### src/rtl/fcte_pkg.sv
`default_nettype none

package fcte_pkg;

    // Table geometry
    localparam int TABLE_ENTRIES = 4096;
    localparam int TBL_AW        = $clog2(TABLE_ENTRIES);

    // Field widths
    localparam int CL_W   = 16;
    localparam int CNT_W  = 13;
    localparam int MODE_W = 2;
    localparam int ST_W   = 2;
    // Wide enough to hold TABLE_ENTRIES itself for compares
    localparam int CMP_W  = CL_W + 1;

    localparam logic [CNT_W-1:0]  LIMIT_RESET   = CNT_W'(4096);
    localparam logic [CNT_W-1:0]  MAX_CHAIN     = CNT_W'(4096);
    localparam logic [CL_W-1:0]   ENTRY_FREE    = 16'h0000;
    localparam logic [CL_W-1:0]   ENTRY_EOC     = 16'hFFFF;
    localparam logic [CL_W-1:0]   CHAIN_END_MIN = 16'hFFF8;
    localparam logic [CL_W-1:0]   FIRST_CLUSTER = 16'd2;
    localparam logic [CMP_W-1:0]  TABLE_SIZE    = CMP_W'(TABLE_ENTRIES);

    typedef enum logic [MODE_W-1:0] {
        MODE_READ,
        MODE_WRITE,
        MODE_ALLOC,
        MODE_FREE
    } t_mode;

    typedef enum logic [ST_W-1:0] {
        STAT_OK,
        STAT_FULL,
        STAT_RANGE,
        STAT_LONG
    } t_status;

    // Source of the result entry value
    typedef enum logic [1:0] {
        EV_ZERO,
        EV_RDATA,
        EV_FOUND
    } t_ev_sel;

    typedef enum logic [3:0] {
        ST_CLEAR,
        ST_IDLE,
        ST_DECODE,
        ST_RD_WAIT,
        ST_SCAN,
        ST_MARK,
        ST_LINK,
        ST_WALK,
        ST_WALK_RD,
        ST_DONE
    } t_state;

    // Controller to datapath
    typedef struct packed {
        logic    capture;
        logic    clr_wr;
        logic    rd_cluster;
        logic    wr_entry;
        logic    scan_step;
        logic    mark_eoc;
        logic    link_wr;
        logic    walk_rd;
        logic    walk_clr;
        logic    res_set;
        t_ev_sel res_ev;
        t_status res_st;
        logic    out_load;
    } t_dp_cmd;

    // Datapath to controller
    typedef struct packed {
        t_mode mode;
        logic  clr_last;
        logic  idx_out;
        logic  link_bad;
        logic  link_nz;
        logic  scan_hit;
        logic  scan_done;
        logic  walk_end;
        logic  walk_long;
        logic  walk_out;
        logic  out_free;
    } t_dp_stat;

    function automatic logic in_table(input logic [CL_W-1:0] idx);
        return CMP_W'(idx) < TABLE_SIZE;
    endfunction

endpackage

`default_nettype wire

### src/rtl/fcte_ctrl.sv
`default_nettype none

module fcte_ctrl (
    input  wire                 i_clk,
    input  wire                 i_rst_n,
    input  wire                 i_req_valid,
    output logic                o_req_ready,
    input  fcte_pkg::t_dp_stat  i_stat,
    output fcte_pkg::t_dp_cmd   o_cmd,
    output fcte_pkg::t_state    o_state
);

    fcte_pkg::t_state r_state;
    fcte_pkg::t_state n_state;

    // State register
    always_ff @(posedge i_clk) begin
        if (!i_rst_n) begin
            r_state <= fcte_pkg::ST_CLEAR;
        end else begin
            r_state <= n_state;
        end
    end

    // Next state
    always_comb begin
        n_state = r_state;
        case (r_state)
            fcte_pkg::ST_CLEAR: begin
                if (i_stat.clr_last) n_state = fcte_pkg::ST_IDLE;
            end
            fcte_pkg::ST_IDLE: begin
                if (i_req_valid) n_state = fcte_pkg::ST_DECODE;
            end
            fcte_pkg::ST_DECODE: begin
                case (i_stat.mode)
                    fcte_pkg::MODE_READ: begin
                        n_state = i_stat.idx_out ? fcte_pkg::ST_DONE : fcte_pkg::ST_RD_WAIT;
                    end
                    fcte_pkg::MODE_WRITE: begin
                        n_state = fcte_pkg::ST_DONE;
                    end
                    fcte_pkg::MODE_ALLOC: begin
                        n_state = i_stat.link_bad ? fcte_pkg::ST_DONE : fcte_pkg::ST_SCAN;
                    end
                    default: begin
                        n_state = fcte_pkg::ST_WALK;
                    end
                endcase
            end
            fcte_pkg::ST_RD_WAIT: begin
                n_state = fcte_pkg::ST_DONE;
            end
            fcte_pkg::ST_SCAN: begin
                if (i_stat.scan_hit) begin
                    n_state = fcte_pkg::ST_MARK;
                end else if (i_stat.scan_done) begin
                    n_state = fcte_pkg::ST_DONE;
                end
            end
            fcte_pkg::ST_MARK: begin
                n_state = i_stat.link_nz ? fcte_pkg::ST_LINK : fcte_pkg::ST_DONE;
            end
            fcte_pkg::ST_LINK: begin
                n_state = fcte_pkg::ST_DONE;
            end
            fcte_pkg::ST_WALK: begin
                if (i_stat.walk_end || i_stat.walk_long || i_stat.walk_out) begin
                    n_state = fcte_pkg::ST_DONE;
                end else begin
                    n_state = fcte_pkg::ST_WALK_RD;
                end
            end
            fcte_pkg::ST_WALK_RD: begin
                n_state = fcte_pkg::ST_WALK;
            end
            fcte_pkg::ST_DONE: begin
                if (i_stat.out_free) n_state = fcte_pkg::ST_IDLE;
            end
            default: begin
                n_state = fcte_pkg::ST_IDLE;
            end
        endcase
    end

    // Datapath commands
    always_comb begin
        o_cmd        = '0;
        o_cmd.res_ev = fcte_pkg::EV_ZERO;
        o_cmd.res_st = fcte_pkg::STAT_OK;
        o_req_ready  = 1'b0;
        case (r_state)
            fcte_pkg::ST_CLEAR: begin
                o_cmd.clr_wr = 1'b1;
            end
            fcte_pkg::ST_IDLE: begin
                o_req_ready   = 1'b1;
                o_cmd.capture = i_req_valid;
            end
            fcte_pkg::ST_DECODE: begin
                case (i_stat.mode)
                    fcte_pkg::MODE_READ: begin
                        if (i_stat.idx_out) begin
                            o_cmd.res_set = 1'b1;
                            o_cmd.res_st  = fcte_pkg::STAT_RANGE;
                        end else begin
                            o_cmd.rd_cluster = 1'b1;
                        end
                    end
                    fcte_pkg::MODE_WRITE: begin
                        o_cmd.res_set = 1'b1;
                        if (i_stat.idx_out) begin
                            o_cmd.res_st = fcte_pkg::STAT_RANGE;
                        end else begin
                            o_cmd.wr_entry = 1'b1;
                        end
                    end
                    fcte_pkg::MODE_ALLOC: begin
                        if (i_stat.link_bad) begin
                            o_cmd.res_set = 1'b1;
                            o_cmd.res_st  = fcte_pkg::STAT_RANGE;
                        end
                    end
                    default: begin
                        o_cmd.res_set = 1'b0;
                    end
                endcase
            end
            fcte_pkg::ST_RD_WAIT: begin
                o_cmd.res_set = 1'b1;
                o_cmd.res_ev  = fcte_pkg::EV_RDATA;
            end
            fcte_pkg::ST_SCAN: begin
                if (!i_stat.scan_hit) begin
                    if (i_stat.scan_done) begin
                        o_cmd.res_set = 1'b1;
                        o_cmd.res_st  = fcte_pkg::STAT_FULL;
                    end else begin
                        o_cmd.scan_step = 1'b1;
                    end
                end
            end
            fcte_pkg::ST_MARK: begin
                o_cmd.mark_eoc = 1'b1;
                o_cmd.res_set  = 1'b1;
                o_cmd.res_ev   = fcte_pkg::EV_FOUND;
            end
            fcte_pkg::ST_LINK: begin
                o_cmd.link_wr = 1'b1;
            end
            fcte_pkg::ST_WALK: begin
                // end of chain wins, then length, then range
                if (i_stat.walk_end) begin
                    o_cmd.res_set = 1'b1;
                end else if (i_stat.walk_long) begin
                    o_cmd.res_set = 1'b1;
                    o_cmd.res_st  = fcte_pkg::STAT_LONG;
                end else if (i_stat.walk_out) begin
                    o_cmd.res_set = 1'b1;
                    o_cmd.res_st  = fcte_pkg::STAT_RANGE;
                end else begin
                    o_cmd.walk_rd = 1'b1;
                end
            end
            fcte_pkg::ST_WALK_RD: begin
                o_cmd.walk_clr = 1'b1;
            end
            fcte_pkg::ST_DONE: begin
                o_cmd.out_load = i_stat.out_free;
            end
            default: begin
                o_cmd.capture = 1'b0;
            end
        endcase
    end

    assign o_state = r_state;

endmodule

`default_nettype wire

### config.mk
export PLATFORM = sky130hd
export DESIGN_NAME = fcte_ctrl
export DESIGN_NICKNAME = d
export VERILOG_FILES = /design/src/rtl/fcte_pkg.sv /design/src/rtl/fcte_ctrl.sv
export SDC_FILE = /design/constraint.sdc
export NUM_CORES = 1
export LEC_CHECK = 0
export ABC_AREA = 0
export BUFFER_PORTS_ARGS = -buffer_cell sky130_fd_sc_hd__buf_2
export CAP_MARGIN = 20
export CORE_MARGIN = 5
export CORE_UTILIZATION = 37
export CTS_CLUSTER_SIZE = 40
export DETAILED_ROUTE_END_ITERATION = 7
export GPL_TIMING_DRIVEN = 0
export PLACE_DENSITY = 0.73
export SYNTH_ARGS = -nofsm -noshare
export SYNTH_HDL_FRONTEND = slang
export SYNTH_SLANG_ARGS = --single-unit
### constraint.sdc
create_clock -name i_clk -period 1.24 [get_ports i_clk]
set_input_delay 0.124 -clock i_clk [delete_from_list [all_inputs] [get_ports i_clk]]
set_output_delay 0.124 -clock i_clk [all_outputs]
set_load 0.01 [all_outputs]
==> results of run 1 <==
-- layout make-up --
cell class,count,area (sq um),area share
buffer,6,72.57,0.06395
clock buffer,3,22.52,0.01985
inverter,7,26.28,0.02315
multi-input combinational,63,594.3,0.5237
sequential,4,92.59,0.08159
tap,16,20.02,0.01764
timing repair buffer,48,306.5,0.2701
-- routing by layer --
layer / track usage / wire length (microns) / vias up
met1: 0.2080 / 955 / 406
met3: 0.04893 / 173 / 0
li1: - / - / 399
met2: 0.2854 / 1352 / 41
met4: 0.04036 / 0 / 0
met5: 0 / 0 / -
-- worst register-to-register path, delay by kind of cell (launching register included) --
family / cells / cell delay (ps)
buffers and inverters: 4 / 530
DFF: 1 / 360
AOI/OAI and AO/OA: 2 / 360
and+or+nand+nor: 1 / 280
-- through the flow --
stage	setup TNS [ps]	setup WS (ps)	power (mW)	instance area, sq um	std cells
CTS	-3311	-407.9	0.6490	973.4	138
finish	-3966	-458.7	0.7123	1135	147
floorplan	-116.9	-44.02	0.3344	665.6	80
global route	-5149	-577.1	0.7627	1135	147
global placement	-923.9	-160.6	0.4319	850.8	129
detailed placement	-968.3	-172.9	0.4342	850.8	129
-- power groups by stage --
stage	logic, mW	registers (mW)	clock network, mW
floorplan	0.176	0.159	0
global placement	0.274	0.158	0
detailed placement	0.277	0.158	0
CTS	0.325	0.158	0.166
global route	0.416	0.161	0.186
finish	0.394	0.159	0.160
-- layout by cell type, fill, tap and decap left out, types with 2 or more instances in the layout --
master,Yosys,layout
or3_4,0,2
a31oi_1,2,2
nor4b_4,0,2
buf_4,4,11
nor2b_1,3,3
nor2_1,8,3
nor3_1,5,2
buf_2,0,32
nor2_4,0,3
nor2_2,0,2
nand3_1,2,2
nand2_1,6,5
nand2b_4,0,3
dfxtp_4,0,3
a21oi_1,5,4
inv_1,7,7
nor3_4,0,2
nor4_4,1,2
buf_6,2,9
and2_1,2,2
nor3b_2,0,2
clkbuf_4,0,3
-- what timing repair did --
action / CTS / global route
setup endpoints to repair: 16 / 19
pin swaps: 8 / 11
gates resized for setup: 12 / 25
buffers inserted: 6 / 10
cloned: 0 / 0
-- cell usage after synthesis --
library cell / instances / area, sq um
buf_4: 4 / 30.03
nor2b_1: 3 / 18.77
o32ai_1: 2 / 17.52
nand4_1: 1 / 6.260
o21ba_1: 1 / 10.01
nand3_1: 2 / 10.01
o221ai_1: 1 / 8.760
or3b_4: 1 / 11.26
o22ai_1: 1 / 6.260
o21a_1: 1 / 7.510
nor3_1: 5 / 25.02
a211o_1: 1 / 8.760
o21ai_1: 1 / 5.000
mux2i_1: 1 / 10.01
a31o_2: 1 / 8.760
and2_1: 2 / 12.51
o21bai_1: 1 / 7.510
a2111oi_2: 1 / 15.01
or3_1: 2 / 12.51
a2111oi_0: 1 / 8.760
nor3b_1: 2 / 15.01
nor4b_1: 2 / 17.52
o221ai_2: 1 / 15.01
nor2_1: 8 / 30.03
nand2_1: 6 / 22.52
buf_6: 2 / 22.52
o21ai_0: 2 / 10.01
nand2b_1: 4 / 25.02
a21oi_1: 5 / 25.02
nor4_1: 1 / 6.260
nor4_4: 1 / 21.27
inv_1: 7 / 26.28
a31oi_1: 2 / 12.51
dfxtp_1: 4 / 80.08
-- kinds of logic (layout without fill, tap and decap cells) --
logic type	after synthesis	after routing	share of synthesized area
buffers and inverters	13	64	0.1385
and+or+nand+nor	40	40	0.4110
muxes	1	1	0.01758
AOI/OAI and AO/OA	22	22	0.2923
DFF	4	4	0.1407
-- worst paths after layout --
check,from,end,slack (ps)
worst max-delay path,o_state[1]$_SDFFE_PN0P_,o_cmd[5],-460
worst min-delay path,i_stat[0],o_state[3]$_SDFFE_PN0P_,100
worst max register to register,o_state[2]$_SDFFE_PN0P_,o_state[1]$_SDFFE_PN0P_,-350
worst min register to register,o_state[3]$_SDFFE_PN0P_,o_state[3]$_SDFFE_PN0P_,670
==> key figures, run 1 <==
Run status
  • Status: complete, but fails checks
  • Violated checks: setup timing

Setup path
  • Worst setup path class: register to output port
  • CP Cell Sequence: nor3b_2 > a21oi_1 > a2111oi_1 > a31o_2 > buf_2
  • CP delay by family, top: compound AO/OA/AOI/OAI gates
  • WP buf/inv: 1
  • Required time worst endpoint: 1120 ps
  • Crit. End Element: output port
  • Crit path DAT: 1570 ps
  • Critical path depth in cells: 5
  • Critical path launch point type: register
  • Worst reg2reg path depth: 7
  • Critical path's slowest cell: dfxtp_4
  • Largest stage delay, worst path: 360 ps
  • Crit-path max FO: 6

Cells and area
  • Area Overhead vs Synth: 99.34%
  • Filler cells: 107
  • Max FFs per register: 4
  • N_diodes: 0
  • Fin nets: 148
  • Layout cell share with drive strength beyond 1: 0.6870
  • Final Util: 0.7622

Synth
  • Syn nets: 95
  • FF+latch count, synth: 4
  • Avg Cell Area, Syn: 7.116 sq um
  • Ys Warns: 0
  • Synth Instances: 80
  • Seq/Total Area, Yosys: 0.1407
  • Mapped cell area: 569.3 sq um
  • Count of different cell masters after synthesis: 34

Place
  • Gp weighted congestion: 0.8104
  • Number of I/O port buffers: 33
  • Detail Placement HPWL: 1436 microns

STA
  • Fmax: 588.7 MHz
  • Final period util: 1.370
  • Tmin final: 1699 ps
  • Final setup margin: -458.7 ps
  • Slew Viols, Final: 0
  • RSZ-0062 raised after global routing: true
  • WHS: 104.5 ps
  • Rel. slew slack: 0.7461
  • Slew @ Worst Pin: 379.9 ps
  • Setup-failing EPs final: 17
  • Count of final hold-check violations: 0
  • Clk_skew: 2.893 ps

Route
  • Final ANT Viol Nets: 0
  • Routed wire per std cell: 16.88 microns
  • Via density per instance: 5.755
  • Final wirelength: 2481 microns
  • Vias after detailed routing: 846
  • DR pass1 iterations: 4
  • Iter 0 DRT Violations: 25
  • DRC viols: 0

Clock tree
  • Clock-pin slew on the worst setup and hold paths: 40 ps
  • Inserted Clock Buffers: 3
  • H-tree lvl count: 1
  • Worst-Skew Late Latency: 230 ps
  • Root buffer selected by CTS: clkbuf_4
  • Sink Count: 4
  • CTS tree: done
  • Clock Tree Buf Depth: 2
  • CTS hold repair buffers: 0

Job
  • Maximum capacitance violations: 0

Power
  • Comb pwr share: 0.552
  • Clock power share: 0.224
  • Power Internal: 0.4319 mW
  • Maximum VDD drop: 0.7866 mV
  • Switching share of power: 0.3936
  • NetSw: 0.2803 mW
  • P_leak: 0.5392 nW
  • Sequential Power Share: 0.223
  • Power Density: 627.7 mW/mm^2

Floorplan
  • Io pins: 35
  • Die area: 0.002423 sq mm
  • Die Y-Extent: 49.23 microns
  • Starting Density: 0.3824
  • Core area: 0.001489 sq mm
  • Die Wd: 49.23 microns
  • Rows: 14

Global route
  • Vias in the first global route: 750
  • Total GRT Usage: 0.1694
  • Global-route wire length before repair: 3318 microns
  • Pin count of the biggest net entering global routing: 11
  • Initial antenna violation count: 0
  • Total global routing overflow: 0

Hold path
  • Hold Crit Class: primary input to register
  • Hold Crit Depth: 2
Power figures use the tool's default switching activity.
==> run 2, diff against run 1 <==
ABC_CLOCK_PERIOD_IN_PS = 1240   (was unset)
MAX_ROUTING_LAYER = met4   (was unset)
RECOVER_POWER = 100   (was unset)
==> run 2 against run 1 <==
The flow still finishes with violations (setup timing). Critical path depth is the same. Wire length grew 0.24%. Non-clock buffer count unchanged. Total power barely moved. Worst hold slack lost 0.83 ps. First-iteration DRC count is 24% lower. Register-to-register slack is essentially flat. Largest power group unchanged. Fmax down 0.34%. Via count shrank 1.1%. Die area did not move. Flip-flop and latch count unchanged. Utilization shrank 0.17 points.
==> key figures, run 2 (synthesis results as in run 1) <==
Cells and area
  • N_diodes: 0 (unchanged)
  • Commonest non-fill, non-tap cell in the layout: buf_2
  • Filler cells: 109 (+1.9%)
  • Max FFs per register: 4 (unchanged)
  • Design area: 0.001132 sq mm (-0.22%)
  • Commonest cells after routing, fill and taps aside: 30 x buf_2, 11 x buf_4, 9 x buf_6
  • Fin nets: 148 (unchanged)
  • Area Overhead vs Synth: 98.90%
  • Layout cell share with drive strength beyond 1: 0.6718 (-0.01527)

Global route
  • Total GRT Usage: 0.1739 (+0.004548)
  • Initial antenna violation count: 0 (unchanged)
  • Pin count of the biggest net entering global routing: 11 (unchanged)
  • Vias in the first global route: 749 (-0.13%)
  • Total global routing overflow: 0 (unchanged)
  • Global-route wire length before repair: 3318 microns (unchanged)

Route
  • Vias after detailed routing: 837 (-1.1%)
  • Final wirelength: 2487 microns (+0.24%)
  • Via density per instance: 5.694 (-1.1%)
  • DR pass1 iterations: 4 (unchanged)
  • DRC viols: 0 (unchanged)
  • Iter 0 DRT Violations: 19 (-24%)
  • Final ANT Viol Nets: 0 (unchanged)
  • Routed wire per std cell: 16.92 microns (+0.24%)

Setup path
  • Crit path DAT: 1580 ps (about the same)
  • Worst Setup SP: o_state[1]$_SDFFE_PN0P_
  • Reg-to-Reg End: o_state[1]$_SDFFE_PN0P_
  • Critical path launch point type: register
  • Reg-to-reg startpoint: o_state[2]$_SDFFE_PN0P_
  • Worst setup path class: register to output port
  • Worst reg2reg path depth: 7 (unchanged)
  • R2r setup slk: -360 ps (about the same)
  • Crit-path max FO: 6 (unchanged)
  • Required time worst endpoint: 1120 ps (about the same)
  • Crit. End Element: output port

Place
  • Placed Instance Area: 850.8 sq um (unchanged)
  • Number of I/O port buffers: 33 (unchanged)
  • Gp weighted congestion: 0.8223 (+1.5%)
  • Detail Placement HPWL: 1436 microns (unchanged)

Hold path
  • Worst Hold Launch: i_stat[0]
  • Hold Crit Class: primary input to register
  • Hold worst-path end: o_state[3]$_SDFFE_PN0P_
  • Hold Crit Depth: 2 (unchanged)

STA
  • Clk_skew: 2.909 ps (+0.01684 ps)
  • Final setup margin: -464.4 ps (-5.765 ps)
  • Rel. slew slack: 0.7458 (about the same)
  • Setup TNS: -4017 ps (-51.23 ps)
  • Slew @ Worst Pin: 380.4 ps (+0.4689 ps)
  • Tmin final: 1704 ps (+5.765 ps)
  • Final period util: 1.375 (+0.004649)
  • Count of final hold-check violations: 0 (unchanged)
  • Setup-failing EPs final: 17 (unchanged)
  • RSZ-0062 raised after global routing: true
  • Slew Viols, Final: 0 (unchanged)
  • Fmax: 586.7 MHz (-0.34%)

Floorplan
  • Die area: 0.002423 sq mm (unchanged)
  • Die Y-Extent: 49.23 microns (unchanged)
  • Starting Density: 0.3824 (unchanged)
  • Core area: 0.001489 sq mm (unchanged)
  • Rows: 14 (unchanged)
  • Io pins: 35 (unchanged)
  • Die Wd: 49.23 microns (unchanged)

Clock tree
  • Inserted Clock Buffers: 3 (unchanged)
  • Worst-Skew Late Latency: 230 ps (about the same)
  • Root buffer selected by CTS: clkbuf_4
  • Sink Count: 4 (unchanged)
  • Clock-pin slew on the worst setup and hold paths: 40 ps (about the same)
  • CTS tree: done
  • H-tree lvl count: 1 (unchanged)
  • Clock Tree Buf Depth: 2 (unchanged)

Power
  • Maximum VDD drop: 0.7877 mV (+0.14%)
  • Clock power share: 0.225 (about the same)
  • Sequential Power Share: 0.224 (about the same)
  • Switching share of power: 0.3944 (+0.0008040)
  • Power Density: 629.0 mW/mm^2 (+0.21%)
  • P_leak: 0.5305 nW (-1.6%)
  • Power Internal: 0.4313 mW (-0.14%)
  • Comb pwr share: 0.551 (about the same)
  • NetSw: 0.2809 mW (+0.20%)
  • Final Power: 0.7122 mW (about the same)

Job
  • Maximum capacitance violations: 0 (unchanged)

Run status
  • Violated checks: setup timing
  • Status: complete, but fails checks
run 2: changes by cell type in the layout (fill, tap and decap cells not counted):
cell      change
buf_2         -2
clkbuf_1      +2
run 2: how the worst max path moves through the flow:
stage | end | slack [ps]
2_1_floorplan | o_cmd[11] | -40
3_3_place_gp | o_cmd[11] | -160
3_5_place_dp | o_cmd[11] | -170
4_1_cts | o_cmd[11] | -410
5_1_grt | o_cmd[5] | -580
6_report | o_cmd[5] | -460
run 2: critical path: stages, from the launching register on:
cell and delay [ps]:
dfxtp_4 370, nor3b_2 260, a21oi_1 120, a2111oi_1 320, a31o_2 160, buf_2 120
run 2: through the flow:
| step | setup WS, ps | util | instances | hold WS [ps] |
|---|---|---|---|---|
| after floorplan | -44.02 | - | 80 | 240.7 |
| after global placement | -160.6 | 0.5714 | 129 | 352.1 |
| after detailed placement | -172.9 | 0.5714 | 129 | 349.2 |
| after CTS | -407.9 | 0.6538 | 138 | 104.6 |
| after global routing | -577.1 | 0.7605 | 147 | 102.3 |
| final | -464.4 | 0.7605 | 147 | 103.6 |
run 2: routing by layer:
| metal | global-route usage | routed length [microns] | vias to the layer above | part of all wire |
|---|---|---|---|---|
| met4 | 0.04036 | 13 | 0 | 0.0052 |
| li1 | - | - | 395 | - |
| met1 | 0.2099 | 978 | 400 | 0.39 |
| met3 | 0.04587 | 162 | 2 | 0.065 |
| met2 | 0.2854 | 1332 | 40 | 0.54 |
| met5 | - | 0 | - | 0 |
run 2: power by group through the flow:
stage          Combinational [mW]  Sequential, mW  Clock (mW)
2_1_floorplan               0.176           0.159           0
3_3_place_gp                0.274           0.158           0
3_5_place_dp                0.277           0.158           0
4_1_cts                     0.325           0.158       0.166
5_1_grt                     0.416           0.162       0.186
6_report                    0.393           0.159       0.160
run 2: final cells by class:
type                       instances  area, sq um  area share
buffer                             6        72.57     0.06409
clock buffer                       3        22.52     0.01989
inverter                           7        26.28     0.02320
multi-input combinational         63        594.3      0.5249
sequential                         4        92.59     0.08177
tap                               16        20.02     0.01768
timing repair buffer              48        304.0      0.2685
run 2: repair_timing:
item / CTS / global route
resized for setup: 12 / 25
setup endpoints to repair: 16 / 19
pin swaps: 8 / 11
hold buffers: 0 / 0
setup buffers: 6 / 10
